### src/rtl/core/gbsel_pkg.sv
// ----------------------------------------------------------------------------
// gbsel_pkg
// Shared types and constants of the grid bucketing top-N selector.
// ----------------------------------------------------------------------------
package gbsel_pkg;

  localparam int COORD_W    = 16;
  localparam int CFG_W      = 13;
  localparam int KEEP_CFG_W = 4;
  localparam int CFG_IDX_W  = 2;
  localparam int CELL_IDX_W = 26;

  localparam logic [CFG_W-1:0]      CFG_WIDTH_RST  = 13'd640;
  localparam logic [CFG_W-1:0]      CFG_HEIGHT_RST = 13'd480;
  localparam logic [CFG_W-1:0]      CFG_SIZE_RST   = 13'd64;
  localparam logic [KEEP_CFG_W-1:0] CFG_KEEP_RST   = 4'd4;

  typedef enum logic [CFG_IDX_W-1:0] {
    CFG_IMAGE_WIDTH  = 2'd0,
    CFG_IMAGE_HEIGHT = 2'd1,
    CFG_CELL_SIZE    = 2'd2,
    CFG_KEEP_COUNT   = 2'd3
  } gbsel_cfg_idx_t;

  localparam logic KIND_ADD   = 1'b0;
  localparam logic KIND_FETCH = 1'b1;

  typedef struct packed {
    logic [COORD_W-1:0] x;
    logic [COORD_W-1:0] y;
    logic [COORD_W-1:0] score;
  } gbsel_point_t;

  typedef struct packed {
    logic                  kind;
    logic [CELL_IDX_W-1:0] cell_idx;
    gbsel_point_t          pt;
  } gbsel_item_t;

  typedef struct packed {
    logic [CFG_W-1:0]      image_width;
    logic [CFG_W-1:0]      image_height;
    logic [CFG_W-1:0]      cell_size;
    logic [KEEP_CFG_W-1:0] keep_count;
  } gbsel_cfg_t;

endpackage

### src/rtl/core/gbsel_fifo.sv
// ----------------------------------------------------------------------------
// gbsel_fifo
// Two-entry queue between the classifying front end and the back end.
// ----------------------------------------------------------------------------
module gbsel_fifo (
  input  logic                   clk,
  input  logic                   rst_n,
  input  logic                   push_valid,
  output logic                   push_ready,
  input  gbsel_pkg::gbsel_item_t push_item,
  output logic                   pop_valid,
  input  logic                   pop_ready,
  output gbsel_pkg::gbsel_item_t pop_item
);
  import gbsel_pkg::*;

  gbsel_item_t mem_r [2];
  logic        wr_ptr_r;
  logic        rd_ptr_r;
  logic [1:0]  cnt_r;
  logic        do_push;
  logic        do_pop;

  assign push_ready = (cnt_r != 2'd2);
  assign pop_valid  = (cnt_r != 2'd0);
  assign pop_item   = mem_r[rd_ptr_r];
  assign do_push    = push_valid && push_ready;
  assign do_pop     = pop_valid && pop_ready;

  always_ff @(posedge clk) begin
    if (do_push) begin
      mem_r[wr_ptr_r] <= push_item;
    end
  end

  always_ff @(posedge clk) begin
    if (!rst_n) begin
      wr_ptr_r <= 1'b0;
      rd_ptr_r <= 1'b0;
      cnt_r    <= 2'd0;
    end else begin
      if (do_push) begin
        wr_ptr_r <= ~wr_ptr_r;
      end
      if (do_pop) begin
        rd_ptr_r <= ~rd_ptr_r;
      end
      case ({do_push, do_pop})
        2'b10:   cnt_r <= cnt_r + 2'd1;
        2'b01:   cnt_r <= cnt_r - 2'd1;
        default: cnt_r <= cnt_r;
      endcase
    end
  end

endmodule

### config.mk
export PLATFORM = sky130hd
export DESIGN_NAME = gbsel_fifo
export DESIGN_NICKNAME = d
export VERILOG_FILES = /design/src/rtl/core/gbsel_pkg.sv /design/src/rtl/core/gbsel_fifo.sv
export SDC_FILE = /design/constraint.sdc
export NUM_CORES = 1
export LEC_CHECK = 0
export BUFFER_PORTS_ARGS = -buffer_cell sky130_fd_sc_hd__clkbuf_2
export CAP_MARGIN = 20
export CORE_AREA = 2 2 130 132
export CTS_BUF_LIST = sky130_fd_sc_hd__clkbuf_8
export CTS_CLUSTER_SIZE = 14
export DETAILED_ROUTE_END_ITERATION = 6
export DIE_AREA = 0 0 132 134
export PLACE_DENSITY = 0.65
export REMOVE_ABC_BUFFERS = 1
export SYNTH_ARGS = -nofsm -noshare
export SYNTH_HDL_FRONTEND = slang
export SYNTH_SLANG_ARGS = --single-unit
### constraint.sdc
create_clock -name clk -period 3.2 [get_ports clk]
set_input_delay 0.16 -clock clk [delete_from_list [all_inputs] [get_ports clk]]
set_output_delay 0.16 -clock clk [all_outputs]
set_load 0.02 [all_outputs]
; Yosys cells after proc, flatten, opt, wreduce, memory -nomap -nowiden
; Memory sizes are Yosys's and may differ from the RTL's. A register that Yosys moved wholly into a read port is not among the register bits.
; Index checks and enable logic that the tools add are counted.
[totals]
out_inout_bits = 77
register_bits = 4
ramBits = 150
memories = 1
[op_classes]
addsub = 2
n_eq_ne = 3
n_reduce_logical = 4
muxes = 5
bitwise = 2
[mem_list]
columns = name, depth, word_bits, rd, rd_ports_with_merged_regs, wr, line_no
row1 = mem_r, 2, 75, 1, 1, 1, gbsel_fifo.sv:17  ; gbsel_item_t mem_r [2];
[op_table]
columns = op, n
row1 = 1-bit two-way mux, 4
row2 = 2-bit one-hot mux with 2 select lines, 1
row3 = 2-bit nonzero test, 2
row4 = 2-bit by 1-bit adder with 2-bit output (second input constant), 1
row5 = 2-bit by 1-bit equality test with 1-bit output (second input constant), 1
row6 = 2-bit equality test (second input constant), 1
row7 = 1-bit logical AND, 2
row8 = 2-bit inequality test (second input constant), 1
row9 = 1-bit NOT, 2
row10 = 2-bit by 1-bit subtractor with 2-bit output (second input constant), 1

; Logic depth before layout (Yosys ltp)
; Gate-level depths: netlist of the first run.
[logic_depth]
depth_word = 4
mapped_depth = 6

; Least setup slack after synthesis of the first run
; Ideal clock, no wire load.
[synth_path]
path_type = register -> register
start = register cnt_r[0]
end = memory mem_r[1][0] in the netlist's numbering (enable)
stages_incl_launch_ff = 3
synth_period_minus_slack_ps = 2986
setup_slack_ps = 214
setup_time_ps = 442
arrival_ps = 2544
cell_sequence = dfxtp_1 -> nand2b_1 -> and3_1
[synth_between]
elab_chain_cells = 4
[synth_rtl]
columns = item, line_no
row1 = "start, declared", gbsel_fifo.sv:20  ; logic [1:0] cnt_r;
row2 = "start signal, assigned", gbsel_fifo.sv:49  ; 2'b10: cnt_r <= cnt_r + 2'd1;
row3 = "start signal, assigned", gbsel_fifo.sv:50  ; 2'b01: cnt_r <= cnt_r - 2'd1;
row4 = "start signal, assigned", gbsel_fifo.sv:51  ; default: cnt_r <= cnt_r;
row5 = 2-bit inequality test, gbsel_fifo.sv:24  ; assign push_ready = (cnt_r != 2'd2);
row6 = net push_ready, gbsel_fifo.sv:9  ; output logic push_ready,
row7 = 1-bit logical AND, gbsel_fifo.sv:27  ; assign do_push = push_valid && push_ready;
row8 = 1-bit two-way mux, gbsel_fifo.sv:31  ; if (do_push) begin
row9 = 1-bit two-way mux (implied by the code), gbsel_fifo.sv:32  ; mem_r[wr_ptr_r] <= push_item;
row10 = "end, declared", gbsel_fifo.sv:17
; The timed path passes the listed nets, and every way through them passes these cells.

==> results of run 1 <==
critical path, delay by kind of cell (launching register included):
| kind | cells | cell delay [ns] |
|---|---|---|
| mux | 1 | 0.42 |
| buf+inv | 1 | 0.17 |
| flops | 1 | 1.02 |
layer usage:
layer | routed length [µm] | GRT usage | vias to the layer above | part of all wire
met2 | 5570 | 0.220 | 104 | 0.51
met3 | 551 | 0.0442 | 22 | 0.051
met1 | 4510 | 0.141 | 1618 | 0.42
met5 | 0 | 0 | - | 0
li1 | - | - | 1504 | -
met4 | 228 | 0.0562 | 0 | 0.021
through the flow:
step / worst slack (ns) / cell area (µm²) / instances / hold WS [ns] / power (W)
final: 0.956 / 7790 / 735 / 0.0680 / 0.00569
after global routing: 0.777 / 7790 / 735 / 0.0401 / 0.00599
after CTS: 0.861 / 7760 / 734 / 0.0283 / 0.00578
after detailed placement: 1.19 / 6660 / 626 / 0.354 / 0.00440
after global placement: 1.24 / 6660 / 626 / 0.349 / 0.00436
after floorplan: 0.214 / 5580 / 249 / 0.259 / 0.00385
registers in the layout, indices dropped and copies added (netlist names), named ones only:
register / count
cnt_r: 2
mem_r: 150
wr_ptr_r: 1
rd_ptr_r: 1
power by group through the flow:
stage | clock (W) | combinational, W | sequential [W]
2_1_floorplan | 0 | 0.00109 | 0.00276
3_3_place_gp | 0 | 0.00155 | 0.00281
3_5_place_dp | 0 | 0.00156 | 0.00283
4_1_cts | 0.00134 | 0.00165 | 0.00279
5_1_grt | 0.00142 | 0.00175 | 0.00282
6_report | 0.00128 | 0.00164 | 0.00277
logic make-up (layout without fill, tap and decap cells):
logic type,Yosys count,in the layout,synth area share
multiplexers,75,75,0.150
XOR/XNOR,3,3,0.00466
adder cells (fa/ha/maj),1,1,0.00222
AND/OR/NAND/NOR,9,9,0.00977
flip-flops,155,155,0.817
AO/OA/AOI/OAI,5,5,0.00666
buffers and inverters,9,267,0.00999
worst max-delay path by stage:
stage | start | endpoint | slack, ns | cells past startpoint
2_1_floorplan | cnt_r[0]$_SDFFE_PN0P_ | mem_r[1][0]$_DFFE_PP_ | 0.21 | 2
3_3_place_gp | cnt_r[0]$_SDFFE_PN0P_ | mem_r[1][18]$_DFFE_PP_ | 1.24 | 2
3_5_place_dp | cnt_r[0]$_SDFFE_PN0P_ | mem_r[1][26]$_DFFE_PP_ | 1.19 | 2
4_1_cts | flop | pop_item[65] | 0.86 | 2
5_1_grt | flop | pop_item[57] | 0.78 | 2
6_report | flop | pop_item[57] | 0.96 | 2
layout by cell type (no fill, tap or decap):
master / synthesis / final
a21boi_1: 1 / 1
and2_1: 1 / 1
clkinvlp_4: 0 / 2
o21a_1: 1 / 1
nand2_1: 1 / 1
nor2b_1: 2 / 2
ha_1: 1 / 1
clkbuf_2: 0 / 155
mux2_2: 75 / 75
dlygate4sd3_1: 0 / 76
dfxtp_1: 5 / 4
dfxtp_4: 0 / 1
clkbuf_8: 0 / 17
or2_2: 1 / 1
and3_4: 0 / 1
clkinv_4: 0 / 2
clkinv_2: 0 / 5
a21boi_0: 1 / 1
buf_4: 5 / 2
edfxtp_1: 150 / 150
xnor2_1: 3 / 3
inv_6: 0 / 1
nand3b_1: 1 / 1
o21ai_0: 1 / 1
inv_1: 1 / 2
a21bo_2: 1 / 1
clkinv_1: 0 / 3
bufinv_16: 0 / 1
nand2b_1: 1 / 1
buf_16: 0 / 1
or3_1: 1 / 1
final cells by class:
class                   instances  area (µm²)  share of cell area
clock buffers                  17         234              0.0300
clock inverters                15         110              0.0141
inverters                       1        5.00            0.000642
multi-input cells              93         981               0.126
flip-flops and latches        155        4610               0.591
well taps                     220         275              0.0353
repair buffers                234        1580               0.203
timing repair:
action,4_1_cts,5_1_grt
endpoints found under the hold margin,155,0
resized for setup,0,0
hold buffers,76,0
==> results.md, run 1 <==
- Yosys cell types: 21
- Seq cells post-synth: 155
- Syn avg cell area: 21.9 µm²
- Worst R2R Setup Slack: 1.49 ns
- Critical Path RT: 3.04 ns
- CP max stage delay: 1.02 ns
- Final setup fails: 0
- Top cells by count, synth: 150 x edfxtp_1, 75 x mux2_2, 5 x buf_4, 5 x dfxtp_1
- Top cells by area, synth: edfxtp_1 80%, mux2_2 15%, dfxtp_1 1.8%
- DR vias: 3,248
- CTS root buffer: clkbuf_8
- Setup TNS: 0 ns
- Antenna diodes: 0
- Post-synth ARST share: 0
- Core area: 16,300 µm²
- Worst IR drop on VDD: 0.625 mV
- Reg2reg end: mem_r[1][44]$_DFFE_PP_
- Slew headroom: 0.323
- Vias per cell: 4.42
- Leakage power: 2.93 nW
- Initial core utilization: 0.346
- Clock share of power: 0.225
- Least-Margin Pin Slew: 1.01 ns
- Clock-pin slew on the worst setup and hold paths: 0.08 ns
- Fin crit share: 0.701
- FMAX: 0.446 GHz
- Main synth FF type: edfxtp_1
- Die Width: 132 µm
- Reg-to-Reg Start: cnt_r[0]$_SDFFE_PN0P_
- Combinational share of power: 0.288
- Power per cell area: 731 nW/µm²
- CTS Buffer Depth: 2
- DR iter-0 viols: 150
- GP Congestion: 0.674
- Sequential Power Share: 0.487
- Worst path cell trace: mux2_2 > clkbuf_2
- Max Cap Viol: 0
- RSZ-0062 raised after global routing: false
- Area Growth Syn to Fin: 38.2%
- Total Wirelength: 10,900 µm
- Sw Pwr: 0.00180 W
- DR pass1 iterations: 4
- Port buffer count: 155
- Cells after Synth: 257
- Status: finished clean
- Fill cells: 1,415
- Slowest CP cell: dfxtp_4
- Synth area leader: edfxtp_1
- Worst setup EP type: output pin
- Fin crit period: 2.24 ns
- Initial antenna violation count: 0
- Vias in the first global route: 3,521
- # H-tree levels: 4
- Critical Path Start Type: flop
- Register area share after synthesis: 0.817
- Share of layout cells above drive strength 1: 0.515
- Critical hold path startpoint: push_valid
- Final hold violations: 0
- Pin count of the biggest net entering global routing: 76
- CTS tree: done
- Hold WC Path Type: in2reg
- Post-synth EDFFs: 150
- Synth Cell Area: 5640 µm²
- Die Footprint: 17,700 µm²
- Grt ovf: 0
- Critical path class: reg2out
- Internal power: 0.00389 W
- Sw Ratio: 0.317
- # DRC: 0
- Worst EP arrival: 2.08 ns
- Worst skew pair latency: 0.43 ns
- Avg WL per Cell: 14.8 µm
- CTS sink cnt: 155
- Max Slew Vio Count: 0
- Yosys top cell area share: 0.799
- Global-route wire length before repair: 17,100 µm
- Layout Skew: 0.00855 ns
- FF-to-FF path depth: 3
- Hold path depth: 3
- Cell with the most instances after synthesis: edfxtp_1
- Final cell utilization of the core: 0.478
- Die height: 134 µm
- Nets: 582
- Hold EP: wr_ptr_r$_SDFFE_PN0P_
- # IOs: 156
- Max FO, Critical Path: 75
- Synth warn: 0
- Postcts setup bufs: 0
- CTS Buf Count: 17
- GRT Total Usage: 0.127
- Row cnt: 47
- Routed Antenna Nets: 0
Note: power is estimated with default switching activity, not from simulation.
==> run 2, diff against run 1 <==
- clock period: 3.2 -> 2.1 ns (I/O delays scaled with it)
==> results.md, run 2 (synthesis results as in run 1) <==
- CTS Buf Count: 17 (unchanged)
- Worst setup EP type: output pin
- # H-tree levels: 4 (unchanged)
- Max FO, Critical Path: 33 (-56%)
- Register area: 4610 µm² (unchanged)
- Critical Path RT: 2.00 ns (-1.04 ns)
- Most frequent cells in the layout: 155 x clkbuf_2, 150 x edfxtp_1, 77 x dlygate4sd3_1
- Nets: 585 (+0.52%)
- Final setup fails: 0 (unchanged)
- Placed insts: 629 (+0.48%)
- Top Registers: mem_r: 150 flops, cnt_r: 2 flops
- Global-route wire length before repair: 17,300 µm (+1.1%)
- Cts hold-fix bufs: 77 (+1.3%)
- Final hold violations: 0 (unchanged)
- Fin crit share: 0.881
- Core area: 16,300 µm² (unchanged)
- Worst IR drop on VDD: 0.701 mV (+12%)
- Sw Pwr: 0.00273 W (+52%)
- Die height: 134 µm (unchanged)
- DR pass1 iterations: 4 (unchanged)
- Commonest non-fill, non-tap cell in the layout: clkbuf_2
- Post-cts sizing count: 0 (unchanged)
- Layout Skew: 0.0129 ns (+0.00430 ns)
- Area Growth Syn to Fin: 38.9%
- Avg WL per Cell: 14.9 µm (+1.1%)
- Die Width: 132 µm (unchanged)
- Place WS: 0.409 ns (-0.784 ns)
- Fin crit period: 1.85 ns
- CTS root buffer: clkbuf_8
- Hold WC Path Type: in2reg
- DR iter-0 viols: 135 (-10%)
- Fill cells: 1,408 (-0.49%)
- Clock share of power: 0.217 (-0.008)
- HPWL after DPL: 6510 µm
- Row cnt: 47 (unchanged)
- Initial core utilization: 0.346 (unchanged)
- Setup TNS: 0 ns (unchanged)
- Combinational share of power: 0.322 (+0.034)
- Sw Ratio: 0.314 (-0.00241)
- Met3 routed WL: 566 µm (+2.7%)
- Port buffer count: 155 (unchanged)
- Met2 wire length: 5830 µm (+4.8%)
- GRT Total Usage: 0.128 (+0.00129)
- Critical path class: reg2out
- Initial antenna violation count: 0 (unchanged)
- # IOs: 156 (unchanged)
- CTS Buffer Depth: 2 (unchanged)
- Met1 Routed Length: 4430 µm (-1.8%)
- Die Footprint: 17,700 µm² (unchanged)
- Pin count of the biggest net entering global routing: 76 (unchanged)
- Clock-pin slew on the worst setup and hold paths: 0.08 ns (about the same)
- Leakage power: 2.96 nW (+0.90%)
- Routed Antenna Nets: 0 (unchanged)
- Power per cell area: 1110 nW/µm² (+52%)
- Postcts setup bufs: 0 (unchanged)
- Max Used Layer: met4
- Vias per cell: 4.41 (-0.24%)
- CTS sink cnt: 155 (unchanged)
- Grt ovf: 0 (unchanged)
- Max Slew Vio Count: 0 (unchanged)
- Worst skew pair latency: 0.43 ns (about the same)
- Internal power: 0.00596 W (+53%)
- RSZ-0062 raised after global routing: false
- # DRC: 0 (unchanged)
- Largest Register: mem_r
- Worst Slack Setup Final: 0.251 ns (-0.705 ns)
- Critical Path Start Type: flop
- Area of the multi-input gates: 981 µm² (unchanged)
- Antenna diodes: 0 (unchanged)
- Least-Margin Pin Slew: 0.451 ns (-0.564 ns)
- Max reg flops: 150 (unchanged)
- Non-Filler Instances: 737 (+0.27%)
- GP Congestion: 0.678 (+0.59%)
- Share of layout cells above drive strength 1: 0.509 (-0.00586)
- Area post-placement: 6730 µm² (+1.1%)
- Final Power: 0.00869 W (+53%)
- Sequential Power Share: 0.461 (-0.026)
- Post-Layout Inst Area: 7830 µm² (+0.48%)
- DR vias: 3,249 (+0.031%)
- Worst EP arrival: 1.74 ns (-0.34 ns)
- FMAX: 0.541 GHz
- Max Cap Viol: 0 (unchanged)
- Vias in the first global route: 3,641 (+3.4%)
- Slew headroom: 0.699 (+0.376)
- CTS tree: done
- Status: finished clean
- Total Wirelength: 11,000 µm (+1.4%)
-- run 2: changes by cell type in the layout (fill, tap and decap cells not counted), sizes merged --
cell / change
dlygate4sd3: +1
buf: +2
clkinvlp: -2
inv: +1
-- run 2: stage by stage --
step | hold WS, ns | utilization
6_report | 0.193 | 0.481
5_1_grt | 0.192 | 0.481
4_1_cts | 0.150 | 0.481
3_5_place_dp | 0.297 | 0.413
3_3_place_gp | 0.295 | 0.413
2_1_floorplan | 0.204 | -
-- run 2: worst paths after layout --
| kind | start | end | slack (ns) | cells after the start |
|---|---|---|---|---|
| worst max-delay path | flop | pop_item[36] | 0.25 | 3 |
| worst min-delay path | pop_ready | rd_ptr_r$_SDFFE_PN0P_ | 0.19 | 4 |
| worst max register to register | cnt_r[0]$_SDFFE_PN0P_ | cnt_r[1]$_SDFFE_PN0P_ | 0.39 | 5 |
| worst min register to register | rd_ptr_r$_SDFFE_PN0P_ | rd_ptr_r$_SDFFE_PN0P_ | 0.55 | 2 |
-- run 2: power by group through the flow --
stage | logic [W] | registers, W | clock network (W)
finish | 0.00280 | 0.00401 | 0.00189
global route | 0.00299 | 0.00405 | 0.00209
CTS | 0.00283 | 0.00401 | 0.00197
detailed placement | 0.00271 | 0.00408 | 0
global placement | 0.00267 | 0.00406 | 0
floorplan | 0.00166 | 0.00421 | 0
-- run 2: cell type report --
type,count,share of cell area
clock buffer,17,0.0299
clock inverter,14,0.0118
inverter,1,0.000639
multi-input combinational,93,0.125
sequential,155,0.589
tap,220,0.0352
timing repair buffer,237,0.209
-- run 2: routing by layer --
metal / vias up / track usage
met3: 14 / 0.0465
met2: 105 / 0.235
met4: 0 / 0.0477
met1: 1619 / 0.134
li1: 1511 / -
met5: - / 0
-- run 2: critical path, stage by stage, from the launching register on --
cell	delay (ns)
dfxtp_4	0.36
buf_4	0.39
mux2_2	0.40
clkbuf_2	0.16
