## config.mk

```make
export PLATFORM = sky130hd
export DESIGN_NAME = gbsel_front
export DESIGN_NICKNAME = d
export VERILOG_FILES = /design/src/rtl/core/gbsel_pkg.sv /design/src/rtl/core/gbsel_front.sv
export SDC_FILE = /design/constraint.sdc
export NUM_CORES = 1
export LEC_CHECK = 0
export ABC_AREA = 1
export BUFFER_PORTS_ARGS = -buffer_cell sky130_fd_sc_hd__clkbuf_2
export CAP_MARGIN = 20
export CORE_MARGIN = 4
export CORE_UTILIZATION = 25
export DETAILED_ROUTE_END_ITERATION = 8
export PLACE_DENSITY = 0.44
export SETUP_SLACK_MARGIN = 0.4
export SYNTH_ARGS = -nofsm -noshare
export SYNTH_HDL_FRONTEND = slang
export SYNTH_SLANG_ARGS = --single-unit
```

## constraint.sdc

```tcl
create_clock -name clk -period 7.4 [get_ports clk]
set_input_delay 1.11 -clock clk [delete_from_list [all_inputs] [get_ports clk]]
set_output_delay 1.11 -clock clk [all_outputs]
set_load 0.1 [all_outputs]
```

## src/rtl/core/gbsel_pkg.sv

```systemverilog
// ----------------------------------------------------------------------------
// gbsel_pkg
// Shared types and constants of the grid bucketing top-N selector.
// ----------------------------------------------------------------------------
package gbsel_pkg;

  localparam int COORD_W    = 16;
  localparam int CFG_W      = 13;
  localparam int KEEP_CFG_W = 4;
  localparam int CFG_IDX_W  = 2;
  localparam int CELL_IDX_W = 26;

  localparam logic [CFG_W-1:0]      CFG_WIDTH_RST  = 13'd640;
  localparam logic [CFG_W-1:0]      CFG_HEIGHT_RST = 13'd480;
  localparam logic [CFG_W-1:0]      CFG_SIZE_RST   = 13'd64;
  localparam logic [KEEP_CFG_W-1:0] CFG_KEEP_RST   = 4'd4;

  typedef enum logic [CFG_IDX_W-1:0] {
    CFG_IMAGE_WIDTH  = 2'd0,
    CFG_IMAGE_HEIGHT = 2'd1,
    CFG_CELL_SIZE    = 2'd2,
    CFG_KEEP_COUNT   = 2'd3
  } gbsel_cfg_idx_t;

  localparam logic KIND_ADD   = 1'b0;
  localparam logic KIND_FETCH = 1'b1;

  typedef struct packed {
    logic [COORD_W-1:0] x;
    logic [COORD_W-1:0] y;
    logic [COORD_W-1:0] score;
  } gbsel_point_t;

  typedef struct packed {
    logic                  kind;
    logic [CELL_IDX_W-1:0] cell_idx;
    gbsel_point_t          pt;
  } gbsel_item_t;

  typedef struct packed {
    logic [CFG_W-1:0]      image_width;
    logic [CFG_W-1:0]      image_height;
    logic [CFG_W-1:0]      cell_size;
    logic [KEEP_CFG_W-1:0] keep_count;
  } gbsel_cfg_t;

endpackage

```

## src/rtl/core/gbsel_front.sv

```systemverilog
// ----------------------------------------------------------------------------
// gbsel_front
// Accepts transactions and works out the grid cell of each added point
// with a four-lane bit-serial divider and one multiply.
// ----------------------------------------------------------------------------
module gbsel_front (
  input  logic                                 clk,
  input  logic                                 rst_n,
  input  logic                                 in_valid,
  output logic                                 in_ready,
  input  logic                                 in_kind,
  input  logic [gbsel_pkg::COORD_W-1:0]        in_point_x,
  input  logic [gbsel_pkg::COORD_W-1:0]        in_point_y,
  input  logic [gbsel_pkg::COORD_W-1:0]        in_score,
  input  gbsel_pkg::gbsel_cfg_t                cfg,
  output logic                                 push_valid,
  input  logic                                 push_ready,
  output gbsel_pkg::gbsel_item_t               push_item
);
  import gbsel_pkg::*;

  typedef enum logic [4:0] {
    F_IDLE  = 5'b00001,
    F_DIV   = 5'b00010,
    F_CLAMP = 5'b00100,
    F_MUL   = 5'b01000,
    F_PUSH  = 5'b10000
  } front_state_t;

  front_state_t     state_r;
  gbsel_item_t      item_r;
  logic [CFG_W-1:0] dvd_r [4];
  logic [CFG_W-1:0] rem_r [4];
  logic [CFG_W-1:0] dvd_nxt [4];
  logic [CFG_W-1:0] rem_nxt [4];
  logic [3:0]       cnt_r;
  logic [CFG_W-1:0] col_r;
  logic [CFG_W-1:0] row_r;
  logic [CFG_W-1:0] rows_r;
  logic [CFG_W-1:0] divisor;
  logic [CFG_W-1:0] cols_c;
  logic [CFG_W-1:0] rows_c;
  logic [CFG_W:0]   trial [4];
  logic [CELL_IDX_W-1:0] prod;

  assign divisor = (cfg.cell_size == '0) ? CFG_W'(1) : cfg.cell_size;

  // One quotient bit per lane and cycle: lanes are width, height, and x and y shifted down four bits.
  always_comb begin
    for (int l = 0; l < 4; l++) begin
      trial[l] = {rem_r[l], dvd_r[l][CFG_W-1]};
      if (trial[l] >= {1'b0, divisor}) begin
        rem_nxt[l] = CFG_W'(trial[l] - {1'b0, divisor});
        dvd_nxt[l] = {dvd_r[l][CFG_W-2:0], 1'b1};
      end else begin
        rem_nxt[l] = trial[l][CFG_W-1:0];
        dvd_nxt[l] = {dvd_r[l][CFG_W-2:0], 1'b0};
      end
    end
  end

  assign cols_c = (dvd_r[0] == '0) ? CFG_W'(1) : dvd_r[0];
  assign rows_c = (dvd_r[1] == '0) ? CFG_W'(1) : dvd_r[1];
  assign prod   = {13'd0, col_r} * {13'd0, rows_r};

  assign in_ready   = (state_r == F_IDLE);
  assign push_valid = (state_r == F_PUSH);
  assign push_item  = item_r;

  always_ff @(posedge clk) begin
    case (state_r)
      F_IDLE: begin
        item_r.kind     <= in_kind;
        item_r.cell_idx <= '0;
        item_r.pt.x     <= in_point_x;
        item_r.pt.y     <= in_point_y;
        item_r.pt.score <= in_score;
        dvd_r[0] <= cfg.image_width;
        dvd_r[1] <= cfg.image_height;
        dvd_r[2] <= {1'b0, in_point_x[COORD_W-1:4]};
        dvd_r[3] <= {1'b0, in_point_y[COORD_W-1:4]};
        for (int l = 0; l < 4; l++) begin
          rem_r[l] <= '0;
        end
      end
      F_DIV: begin
        for (int l = 0; l < 4; l++) begin
          dvd_r[l] <= dvd_nxt[l];
          rem_r[l] <= rem_nxt[l];
        end
      end
      F_CLAMP: begin
        col_r  <= (dvd_r[2] > cols_c - CFG_W'(1)) ? cols_c - CFG_W'(1) : dvd_r[2];
        row_r  <= (dvd_r[3] > rows_c - CFG_W'(1)) ? rows_c - CFG_W'(1) : dvd_r[3];
        rows_r <= rows_c;
      end
      F_MUL: begin
        item_r.cell_idx <= prod + CELL_IDX_W'(row_r);
      end
      default: begin
      end
    endcase
  end

  always_ff @(posedge clk) begin
    if (!rst_n) begin
      state_r <= F_IDLE;
      cnt_r   <= '0;
    end else begin
      case (state_r)
        F_IDLE: begin
          if (in_valid) begin
            cnt_r   <= 4'd13;
            state_r <= (in_kind == KIND_ADD) ? F_DIV : F_PUSH;
          end
        end
        F_DIV: begin
          cnt_r <= cnt_r - 4'd1;
          if (cnt_r == 4'd1) begin
            state_r <= F_CLAMP;
          end
        end
        F_CLAMP: state_r <= F_MUL;
        F_MUL:   state_r <= F_PUSH;
        F_PUSH: begin
          if (push_ready) begin
            state_r <= F_IDLE;
          end
        end
        default: state_r <= F_IDLE;
      endcase
    end
  end

endmodule

```

# Word-level counts from Yosys, hierarchy flattened
# Memories as Yosys holds them, arrays and structs flattened.
# Cells that the tools add are included.
dict set report totals {
  input_bits 96
  regBits 123
  ram_bits 104
  memories 2
  wordCells 84
}
# memory words width rd rd_ports_with_merged_regs wr line
set mem_list {}
lappend mem_list {dvd_r 4 13 4 0 4 gbsel_front.sv:32} ;# logic [CFG_W-1:0] dvd_r [4];
lappend mem_list {rem_r 4 13 4 0 4 gbsel_front.sv:33} ;# logic [CFG_W-1:0] rem_r [4];
dict set report op_classes {
  n_mux 33
  order_cmp 6
  n_eq_ne 9
  reduce_logical 7
  bitwise 8
  mul 1
  n_addsub 8
}
# operator count
set op_table {}
lappend op_table {{$mux 13} 17}
lappend op_table {{$ge 14x13->1} 4}
lappend op_table {{$pmux 26 s2} 1}
lappend op_table {{$sub 13x13->13} 4}
lappend op_table {{$logic_not 13->1} 3}
lappend op_table {{$add 26x13->26} 1}
lappend op_table {{$gt 13x13->1} 2}
lappend op_table {{$mul 13x13->26} 1}
lappend op_table {{$sub 13x1->13 const B} 2}
lappend op_table {{$pmux 5 s5} 1}
lappend op_table {{$mux 5} 4}
lappend op_table {{$mux 1} 8}
lappend op_table {{$or 1x1->1} 8}
lappend op_table {{$pmux 4 s2} 1}
lappend op_table {{$eq 5x1->1 const B} 1}
lappend op_table {{$eq 5x2->1 const B} 1}
lappend op_table {{$eq 5x3->1 const B} 1}
lappend op_table {{$eq 5x4->1 const B} 1}
lappend op_table {{$eq 5x5->1 const B} 1}
lappend op_table {{$eq 4x1->1 const B} 1}
lappend op_table {{$mux 4} 1}
lappend op_table {{$ne 2x2->1 const B} 2}
lappend op_table {{$reduce_bool 2->1} 2}
lappend op_table {{$sub 4x1->4 const B} 1}
lappend op_table {{other kinds (3)} 3}

# Depth between registers and ports, before layout
# Gate-level depths: netlist of the first run.
dict set report depth {
  depth_word 5
  ltp_mapped 27
}

# Least setup slack after synthesis of the first run
# OpenSTA, ideal clock, no wires.
dict set report synth_path {
  path_kind {register to register}
  start {register rows_r[3]}
  end {register item_r (netlist bit push_item[65]), data pin}
  synth_period_minus_slack_ns 5.299
  required_time_ns 7.147
  arrival_time_ns 5.047
  setup_slack_ns 2.101
  stages_incl_launch_ff 25
  cell_sequence {edfxtp_1 -> clkbuf_1 -> nand2_1 -> inv_1 -> fa_1 -> inv_1 -> fa_1 -> inv_1 -> fa_1 -> inv_1 -> fa_1 -> inv_1 -> fa_1 -> inv_1 -> fa_1 -> inv_1 -> ha_1 -> nand2_1 -> inv_1 -> a21oi_1 -> nand2_1 -> a21oi_1 -> nand2_1 -> nand2_1 -> nor2_1}
}
dict set report synth_between {
  elab_chain_len 3
}
# element line
set synth_rtl {}
lappend synth_rtl {{start: declaration} gbsel_front.sv:39} ;# logic [CFG_W-1:0] rows_r;
lappend synth_rtl {{start signal: assignment} gbsel_front.sv:95} ;# rows_r <= rows_c;
lappend synth_rtl {{$mul 13x13->26} gbsel_front.sv:64} ;# assign prod = {13'd0, col_r} * {13'd0, rows_r};
lappend synth_rtl {{$add 26x13->26} gbsel_front.sv:98} ;# item_r.cell_idx <= prod + CELL_IDX_W'(row_r);
lappend synth_rtl {{$pmux 26 s2} gbsel_front.sv:71} ;# case (state_r)
lappend synth_rtl {{end: declaration} gbsel_front.sv:31} ;# gbsel_item_t item_r;
# No other way between the ends.
# A chain may end at the register's enable or synchronous reset.

# Worst setup path in the final report of the first run
dict set report layout_path {
  start {register rows_r[10]}
  end {register item_r (netlist bit push_item[68]), data pin}
}
# Same word-level chain as after synthesis.

==> results.ini, run 1 <==
[run_status]
status=finished clean

[routing]
post_drt_wl_per_cell_um=14.30
vias=15920
wl_um=54630
ant_nets=0
drt_iter0_drc=896
dr.pass1.iters=5
drcViolationCount=0
drt-vias-per-instance=4.168

[finish]
fin_nets=3139
nFillCells=8919
fin_area_um2=23120
layout-drive-gt1-share_pct=10.25
area_growth_pct=14.08
antenna_cells=0

[floorplanning]
num_rows=104
start_util_pct=25.20
dieArea_um2=85680
die_w_um=292.7
die_h_um=292.7
io_pins=173
core_um2=80420

[timing]
worst_pin_slew_ns=0.9895
hold_slack_ns=0.4871
drv_slew=0
max_slew_margin_pct=34.04
fmax_ghz=0.1717
setup_viol=0
hold_viol_final=0
rsz0062_at_grt=false
period_share_pct=78.71
postLayoutSetupSlackWorst_ns=1.576
min_period_ns=5.824
final.setup_skew_ns=0.03407
finalSetupTns_ns=0

[logic_synthesis]
netlist_instances=2602
ys.flop_type=edfxtp_1
synth_fa_ha_area_share_pct=23.86
synth.top_cells.by_area=edfxtp_1 (32%), nand2_1 (16%), fa_1 (13%)
synth_edf_count=218
synth_top_family_by_area=simple AND/OR/NAND/NOR gates
ys_types=39
syn_area_per_cell_um2=7.788
yosysWarningCount=0
yosys.area_share.xor_xnor_pct=1.556
synthSimpleGateAreaFrac_pct=25.64
muxShareOfSynthArea_pct=0
synth.largest_area_cell=edfxtp_1
synth_compound_area_share_pct=3.927
ys_seq_area_share_pct=33.19
ys_ff_latch=227
yosysMostFrequentCell=nand2_1
synth.cells.most_frequent=nand2_1 (854), inv_1 (529), nor2_1 (227)
synth.top_cell.area_share_pct=32.30
synth_area_um2=20260
synth_fp_nets=3004
async_flop_share_pct=0

[run]
cap_violations=0

[placed_design]
place_ws_ns=1.523
dp_hpwl_um=43110
place_area_um2=22130
port-buffer-count=168
gp_congestion=0.8169

[clock_tree]
cts.clk_slew.worst_paths_ns=0.06
ctsHoldBuffers=0
htreeDepth=1
cts_buffer_depth=3
post-cts-setup-buffers=0
clock-sinks=227
numCtsBuffers=29
clkLatencyLatePin_ns=0.58
cts_tree=yes
root_buffer=clkbuf_16
cts-resized-gates=0

[pwr]
ir_drop_v=0.0001666
power.leakage_uw=0.01201
power_density_nw_per_um2=346.1
p_total_uw=8000

[grt]
grt_max_degree=75
grt_pass1_vias=16070
antenna_found_initial=1
grt_usage_pct=12.60
grt_overflow=0
grt_pass1_wl_um=87690

[hold_path]
worst_hold_path.num_cells=1
hold_class=reg2reg

[worst_setup_path]
reg2reg_depth=20
end_kind=register
arrival_ns=6.17
critPathKind=reg2reg
startpoint_type=register
crit_required_ns=7.74
worst-path-max-fanout=13

## where the power goes
group	switching [uW]	internal (uW)	total (uW)
Sequential	260	2070	2330
Clock	601	879	1480
Combinational	3160	1030	4190
Total	4030	3970	8000
## routing by layer
metal  routed length (um)  GRT usage, %
met1                25610         17.05
met2                26300         21.91
met3                 1912         1.425
met4                  814         2.352
met5                    0             0
## path summary, 6_finish.rpt
| path | from | endpoint | slack, ns |
|---|---|---|---|
| setup / recovery | rows_r[10]$_DFFE_PP_ | push_item[68]$_SDFFCE_PN0P_ | 1.58 |
| hold / removal | cnt_r[0]$_SDFFE_PN0P_ | cnt_r[0]$_SDFFE_PN0P_ | 0.49 |
| setup reg to reg | rows_r[10]$_DFFE_PP_ | push_item[68]$_SDFFCE_PN0P_ | 1.58 |
| hold reg to reg | cnt_r[0]$_SDFFE_PN0P_ | cnt_r[0]$_SDFFE_PN0P_ | 0.49 |
## logic make-up after synthesis
| kind of cell | after synthesis |
|---|---|
| buffers and inverters | 611 |
| and+or+nand+nor | 1275 |
| adders and majority gates | 306 |
| DFF | 227 |
| AOI/OAI and AO/OA | 147 |
| xor gates and xnor gates | 36 |
## final cells by class
type	count	area, um2	share of cell area [%]
multi-input combinational	1764	11150	48.25
sequential	227	6726	29.10
inverter	540	2028	8.773
tap	1060	1326	5.737
timing repair buffer	175	893.4	3.864
clock buffer	34	764.5	3.307
clock inverter	20	225.2	0.9742
## state kept, by name, summed over array words and instances (netlist names)
name       cells
push_item     75
dvd_r         52
rem_r         52
col_r         13
row_r         13
rows_r        13
state_r        5
cnt_r          4
## worst max-delay path: stages, from the launching register on
cell      delay [ns]
edfxtp_1        0.73
nand2_1         0.16
fa_1            0.55
fa_1            0.55
inv_1           0.06
fa_1            0.51
fa_1            0.52
fa_1            0.55
inv_1           0.05
fa_1            0.50
inv_1           0.05
ha_1            0.38
nand2_1         0.14
nor2_1          0.23
inv_1           0.06
nor2_1          0.15
nand4_1         0.13
nand3_1         0.11
nand2_1         0.05
nand2_1         0.09
nor2_1          0.04
## stage by stage
step / cells / utilization, %
5_1_grt: 3820 / 28.75
3_5_place_dp: 3766 / 27.52
3_3_place_gp: 3766 / 27.52
6_report: 3820 / 28.75
4_1_cts: 3820 / 28.75
2_1_floorplan: 2602 / -
## cells in the final DEF (no fill, tap or decap), drive strengths merged
cell,instances
o21ai,72
a21boi,1
buf,7
edfxtp,218
and2,3
nand3,108
nor4,3
nand2,867
xnor2,22
a31o,1
clkinv,9
clkinvlp,8
clkbuf,202
a21o,1
o21a,2
dfxtp,9
bufinv,4
fa,134
o22ai,1
inv,539
o21bai,5
ha,172
nor2,242
nor3,14
xor2,14
a31oi,2
a21oi,62
nand3b,6
nand4,32
(Power assumes the default switching activity.)
==> run 2, diff against run 1 <==
Settings changed: PLACE_DENSITY 0.44 to 0.45.
Clock period 7.4 ns to 5.34 ns, I/O delays scaled along.
==> run 2 against run 1 <==
Compared with the run above:
- core utilization grew 1.5 points
- flip-flop and latch count did not move
- largest cell class unchanged
- total power grew 40%
- die area did not move
- register-to-register slack worse by 1.5 ns
- critical endpoint is now push_item[72]$_SDFFCE_PN0P_
- fmax grew 10%
- final cell count rose by 2.2%
- critical path depth increased by 3
- global-route usage down 0.12 points
- clock skew decreased by 0.013 ns
==> results.ini, run 2 (synthesis results as in run 1) <==
[timing]
setup_viol=0
final.setup_skew_ns=0.02116
rsz0062_at_grt=true
hold_viol_final=0
period_share_pct=98.82
fmax_ghz=0.1895
drv_slew=0
worst_pin_slew_ns=0.8170
max_slew_margin_pct=45.53
min_period_ns=5.277

[finish]
final_common_cell=nand2_1
fin_nets=3223
layout-drive-gt1-share_pct=16.53
antenna_cells=0
postLayoutCoreUtil_pct=30.22
fin_area_um2=24300
area_growth_pct=19.94
layout_common_cells=nand2_1 (813), inv_1 (512), edfxtp_1 (218), nor2_1 (211), clkbuf_2 (168)
largest_register_ffs=75
layout.cells.non_filler=3903

[worst_setup_path]
reg2reg_depth=23
crit_slowest_cell=fa_2
worst-path-max-fanout=5
rrSetupSlack_ns=0.06
crit_required_ns=5.67
arrival_ns=5.60
r2r_start=col_r[10]$_DFFE_PP_
crit_chain=buf_4 > nand2_1 > inv_1 > fa_1 > inv_2 > fa_1 > inv_2 > fa_2 > fa_2 > fa_1 > inv_1 > fa_1 > inv_2 > ha_4 > nand2_4 > nor2_4 > nand2_2 > nor2_1 > nand2_1 > nand3_2 > nand2_1 > nand2_1 > nor2_1
startpoint_type=register
critPathKind=reg2reg
end_kind=register
reg2reg_to=push_item[72]$_SDFFCE_PN0P_
worst_path_dominant_cell_family=adder cells
crit_cells=23
critPathBufInv=6
cpPeakStageDelay_ns=0.56

[run]
cap_violations=0

[placed_design]
dp_hpwl_um=43510
port-buffer-count=168
dp_cells=3824
gp_congestion=0.8515
place_area_um2=22800

[floorplanning]
dieArea_um2=85680
die_w_um=292.7
core_um2=80420
num_rows=104
io_pins=173
die_h_um=292.7
start_util_pct=25.20

[run_status]
status=finished clean

[hold_path]
hold_end=push_item[18]$_DFFE_PP_
hold_start=in_point_y[2]
worst_hold_path.num_cells=1
hold_class=in2reg

[routing]
drt-met1-wl_um=25270
top_layer=met4
ant_nets=0
drt-vias-per-instance=4.151
wl_met3_um=1580
drcViolationCount=0
dr.pass1.iters=5
wl_um=54720
post_drt_wl_per_cell_um=14.02
drt_iter0_drc=772
wl_met2_um=27010
vias=16200

[grt]
antenna_found_initial=2
grt_overflow=0
grt_usage_pct=12.48
grt_max_degree=81
grt_pass1_vias=16180
grt_pass1_wl_um=86750

[clock_tree]
cts_tree=yes
clkLatencyLatePin_ns=0.58
numCtsBuffers=30
cts.clk_slew.worst_paths_ns=0.06
root_buffer=clkbuf_16
htreeDepth=1
cts_buffer_depth=3
clock-sinks=227

[pwr]
power_density_nw_per_um2=459.7
power.leakage_uw=0.01251
ir_drop_v=0.0002798

[run 2: cell count changes in the layout (fill, tap and decap cells not counted), moves of 13 or more]
cell	delta
ha_1	-13
nand2_1	-40
nor2_1	-16
buf_4	+73
inv_1	-17
inv_2	+18
nand2_2	+31
[run 2: how the worst max path moves through the flow]
stage / from / slack (ns) / end
3_5_place_dp: rows_r[3]$_DFFE_PP_ / -0.03 / push_item[68]$_SDFFCE_PN0P_
2_1_floorplan: rows_r[1]$_DFFE_PP_ / 0.34 / push_item[66]$_SDFFCE_PN0P_
4_1_cts: rows_r[1]$_DFFE_PP_ / 0.08 / push_item[67]$_SDFFCE_PN0P_
3_3_place_gp: rows_r[3]$_DFFE_PP_ / 0.02 / push_item[68]$_SDFFCE_PN0P_
5_1_grt: rows_r[1]$_DFFE_PP_ / -0.16 / push_item[67]$_SDFFCE_PN0P_
6_report: col_r[10]$_DFFE_PP_ / 0.06 / push_item[72]$_SDFFCE_PN0P_
[run 2: cell type report]
| class | instances | area [um2] |
|---|---|---|
| Fill cell | 8785 | 56110 |
| Multi-Input combinational cell | 1764 | 11630 |
| Sequential cell | 227 | 6726 |
| Inverter | 540 | 2027 |
| Timing Repair Buffer | 258 | 1598 |
| Tap cell | 1060 | 1326 |
| Clock buffer | 36 | 794.5 |
| Clock inverter | 18 | 197.7 |
[run 2: worst reg2reg max path: cells and delay by family, from the launching register on]
family / cells / cell delay [ns]
adder cells (fa/ha/maj): 7 / 3.33
AND/OR/NAND/NOR: 10 / 0.81
flip-flops: 1 / 0.49
buffers and inverters: 6 / 0.42
[run 2: per-stage QoR]
stage,setup TNS [ns],power [uW],hold slack [ns],setup slack (ns)
after floorplan,0,7979,0.4473,0.3381
after global placement,0,9200,0.4733,0.01655
after detailed placement,-0.04519,9191,0.4730,-0.02976
after CTS,0,11340,0.3580,0.07521
after global routing,-1.470,12110,0.3506,-0.1590
final,0,11170,0.3933,0.06317
[run 2: what timing repair did]
| item | 4_1_cts | 5_1_grt |
|---|---|---|
| pin swaps | 39 | 35 |
| hold buffers | 0 | 0 |
| endpoints found under the setup margin | 20 | 20 |
| buffers inserted | 18 | 7 |
| gates resized for setup | 47 | 48 |
[run 2: per-layer routing]
metal,vias to the layer above,track usage [%]
met1,7554,16.36
met2,150,22.35
met4,0,2.162
li1,8450,-
met5,-,0
met3,46,1.501
[run 2: where the power goes]
part           switching, uW  internal [uW]  total [uW]
Clock                    820           1240        2060
Sequential               358           2860        3220
Combinational           4400           1490        5890
Total                   5580           5600       11200
==> run 3, diff against run 2 <==
Settings changed: ABC_AREA 1 to unset, PLACE_DENSITY 0.45 to 0.46.
==> run 3 against run 2 <==
Compared with the run above:
- the run now ends with setup timing left
- sequential share of layout area rose by 1.1 points
- non-clock buffer count is 49 higher
- core utilization is 1.0 points higher
- die area down 6.7%
- area after synthesis fell by 6.8%
- clock power barely moved
==> results.ini, run 3 <==
[run_status]
status=finished, violations left
violations=setup timing

[clock_tree]
root_buffer=clkbuf_16
htreeDepth=1
numCtsBuffers=30
clock-sinks=227
cts_buffer_depth=3
clkLatencyLatePin_ns=0.59
ctsHoldBuffers=0
cts_tree=yes
cts.clk_slew.worst_paths_ns=0.06

[grt]
grt_overflow=0
grt_pass1_vias=15020
grt_max_degree=70
antenna_found_initial=0
grt_pass1_wl_um=83400
grt_usage_pct=12.93

[logic_synthesis]
netlist_instances=1894
synth_fp_nets=2296
synth.top_cell.area_share_pct=34.68
async_flop_share_pct=0
ys_types=76
synth.cells.most_frequent=nand2_1 (247), inv_1 (222), edfxtp_1 (218)
ys_seq_area_share_pct=35.63
ys_ff_latch=227
yosysMostFrequentCell=nand2_1
synth.largest_area_cell=edfxtp_1
ys.flop_type=edfxtp_1
syn_area_per_cell_um2=9.967
synth_edf_count=218
yosysWarningCount=0
synth.top_cells.by_area=edfxtp_1 (35%), fa_1 (14%), ha_1 (11%)
synth_area_um2=18880

[routing]
drcViolationCount=0
post_drt_wl_per_cell_um=16.73
wl_um=52610
drt_iter0_drc=830
vias=14430
drt-vias-per-instance=4.589
ant_nets=0
dr.pass1.iters=5

[worst_setup_path]
worst-path-max-fanout=6
crit_required_ns=5.67
startpoint_type=register
end_kind=register
critPathKind=reg2reg
arrival_ns=6.01
rrSetupSlack_ns=-0.33

[floorplanning]
die_w_um=282.8
num_rows=100
io_pins=173
start_util_pct=25.27
core_um2=74700
dieArea_um2=79970
die_h_um=282.8

[finish]
layout-drive-gt1-share_pct=22.21
antenna_cells=0
fin_area_um2=23360
final_common_cell=nand2_1
largest_register_ffs=75
layout.cells.non_filler=3144
nFillCells=7679
fin_nets=2553
layout_common_cells=nand2_1 (242), edfxtp_1 (218), inv_1 (203), clkbuf_2 (168), ha_1 (156)
ff_latch_area_um2=6726
multi_input_area_um2=11610
area_growth_pct=23.73

[pwr]
ir_drop_v=0.0002842
power_density_nw_per_um2=566.6
power.leakage_uw=0.01025

[timing]
worst_pin_slew_ns=1.018
hold_slack_ns=0.3877
max_slew_margin_pct=32.04
postLayoutSetupSlackWorst_ns=-0.3337
setup_viol=15
rsz0062_at_grt=true
min_period_ns=5.674
finalSetupTns_ns=-2.911
period_share_pct=106.2
final.setup_skew_ns=0.01777
drv_slew=0
fmax_ghz=0.1763
hold_viol_final=0

[placed_design]
dp_cells=3061
place_ws_ns=-0.4331
port-buffer-count=168
dp_hpwl_um=40670
gp_congestion=0.8650
place_area_um2=21600

[run]
cap_violations=0

[hold_path]
hold_class=in2reg

run 3: changes by cell type in the layout (fill, tap and decap cells not counted), sizes merged, moves of 19 or more:
cell,delta
inv,-315
a21oi,+41
a21o,+23
buf,+49
nand2,-619
a211oi,+27
and2,+85
nor2,-165
mux2i,+30
nand3,-65
nor3,+20
or3,+19
run 3: report_power, final:
part | total [uW] | internal, uW | switching [uW]
clock | 2080 | 1230 | 856
sequential | 3380 | 2970 | 413
combinational | 7770 | 2520 | 5250
total | 13200 | 6720 | 6520
run 3: cell families after synthesis:
group	Yosys count	share of synthesized area [%]
AOI/OAI and AO/OA	357	12.17
xor gates and xnor gates	63	2.923
adders and majority gates	306	25.61
buffers and inverters	304	6.164
DFF	227	35.63
muxes	31	1.650
and+or+nand+nor	606	15.85
run 3: final cells by class:
type                    instances  area share (%)
clock buffers                  33           3.262
repair buffers                307           8.426
multi-input cells            1363           49.69
inverters                     222           3.567
well taps                     969           5.190
flip-flops and latches        227           28.80
clock inverters                23           1.066
run 3: per-layer routing:
layer  part of all wire (%)  routed length, um  vias up  track usage (%)
met1                     46              24270     7018            17.63
li1                       -                  -     7087                -
met2                     47              24840      259            21.75
met3                    4.7               2463       63            2.172
met5                      0                  0        -                0
met4                    2.0               1034        0            2.650
run 3: critical path, stage by stage, from the launching register on:
cell	delay, ns
edfxtp_1	0.48
buf_6	0.17
and2_1	0.14
fa_1	0.53
inv_1	0.06
fa_1	0.53
inv_1	0.06
fa_1	0.48
fa_2	0.56
fa_1	0.42
fa_1	0.49
ha_4	0.33
inv_1	0.10
o311ai_4	0.34
a21oi_4	0.13
a2111oi_4	0.37
o21a_1	0.19
nor3_2	0.05
run 3: final timing paths:
kind | depth (start not counted) | endpoint | from
worst max-delay path | 17 | push_item[70]$_SDFFCE_PN0P_ | col_r[7]$_DFFE_PP_
worst min-delay path | 1 | push_item[13]$_DFFE_PP_ | in_score[13]
worst max register to register | 17 | push_item[70]$_SDFFCE_PN0P_ | col_r[7]$_DFFE_PP_
worst min register to register | 1 | cnt_r[3]$_SDFFE_PN0P_ | cnt_r[3]$_SDFFE_PN0P_
run 3: stage by stage:
step | power (uW) | utilization [%]
after global placement | 10690 | 28.91
final | 13240 | 31.27
after global routing | 14160 | 31.27
after detailed placement | 10750 | 28.91
after CTS | 13190 | 30.84
after floorplan | 8995 | -
run 3: what timing repair did:
item                       CTS  global route
setup buffers               15            12
pin swaps                   52            31
setup endpoints to repair   19            20
gates resized for setup     67            50
hold endpoints to repair     0             0
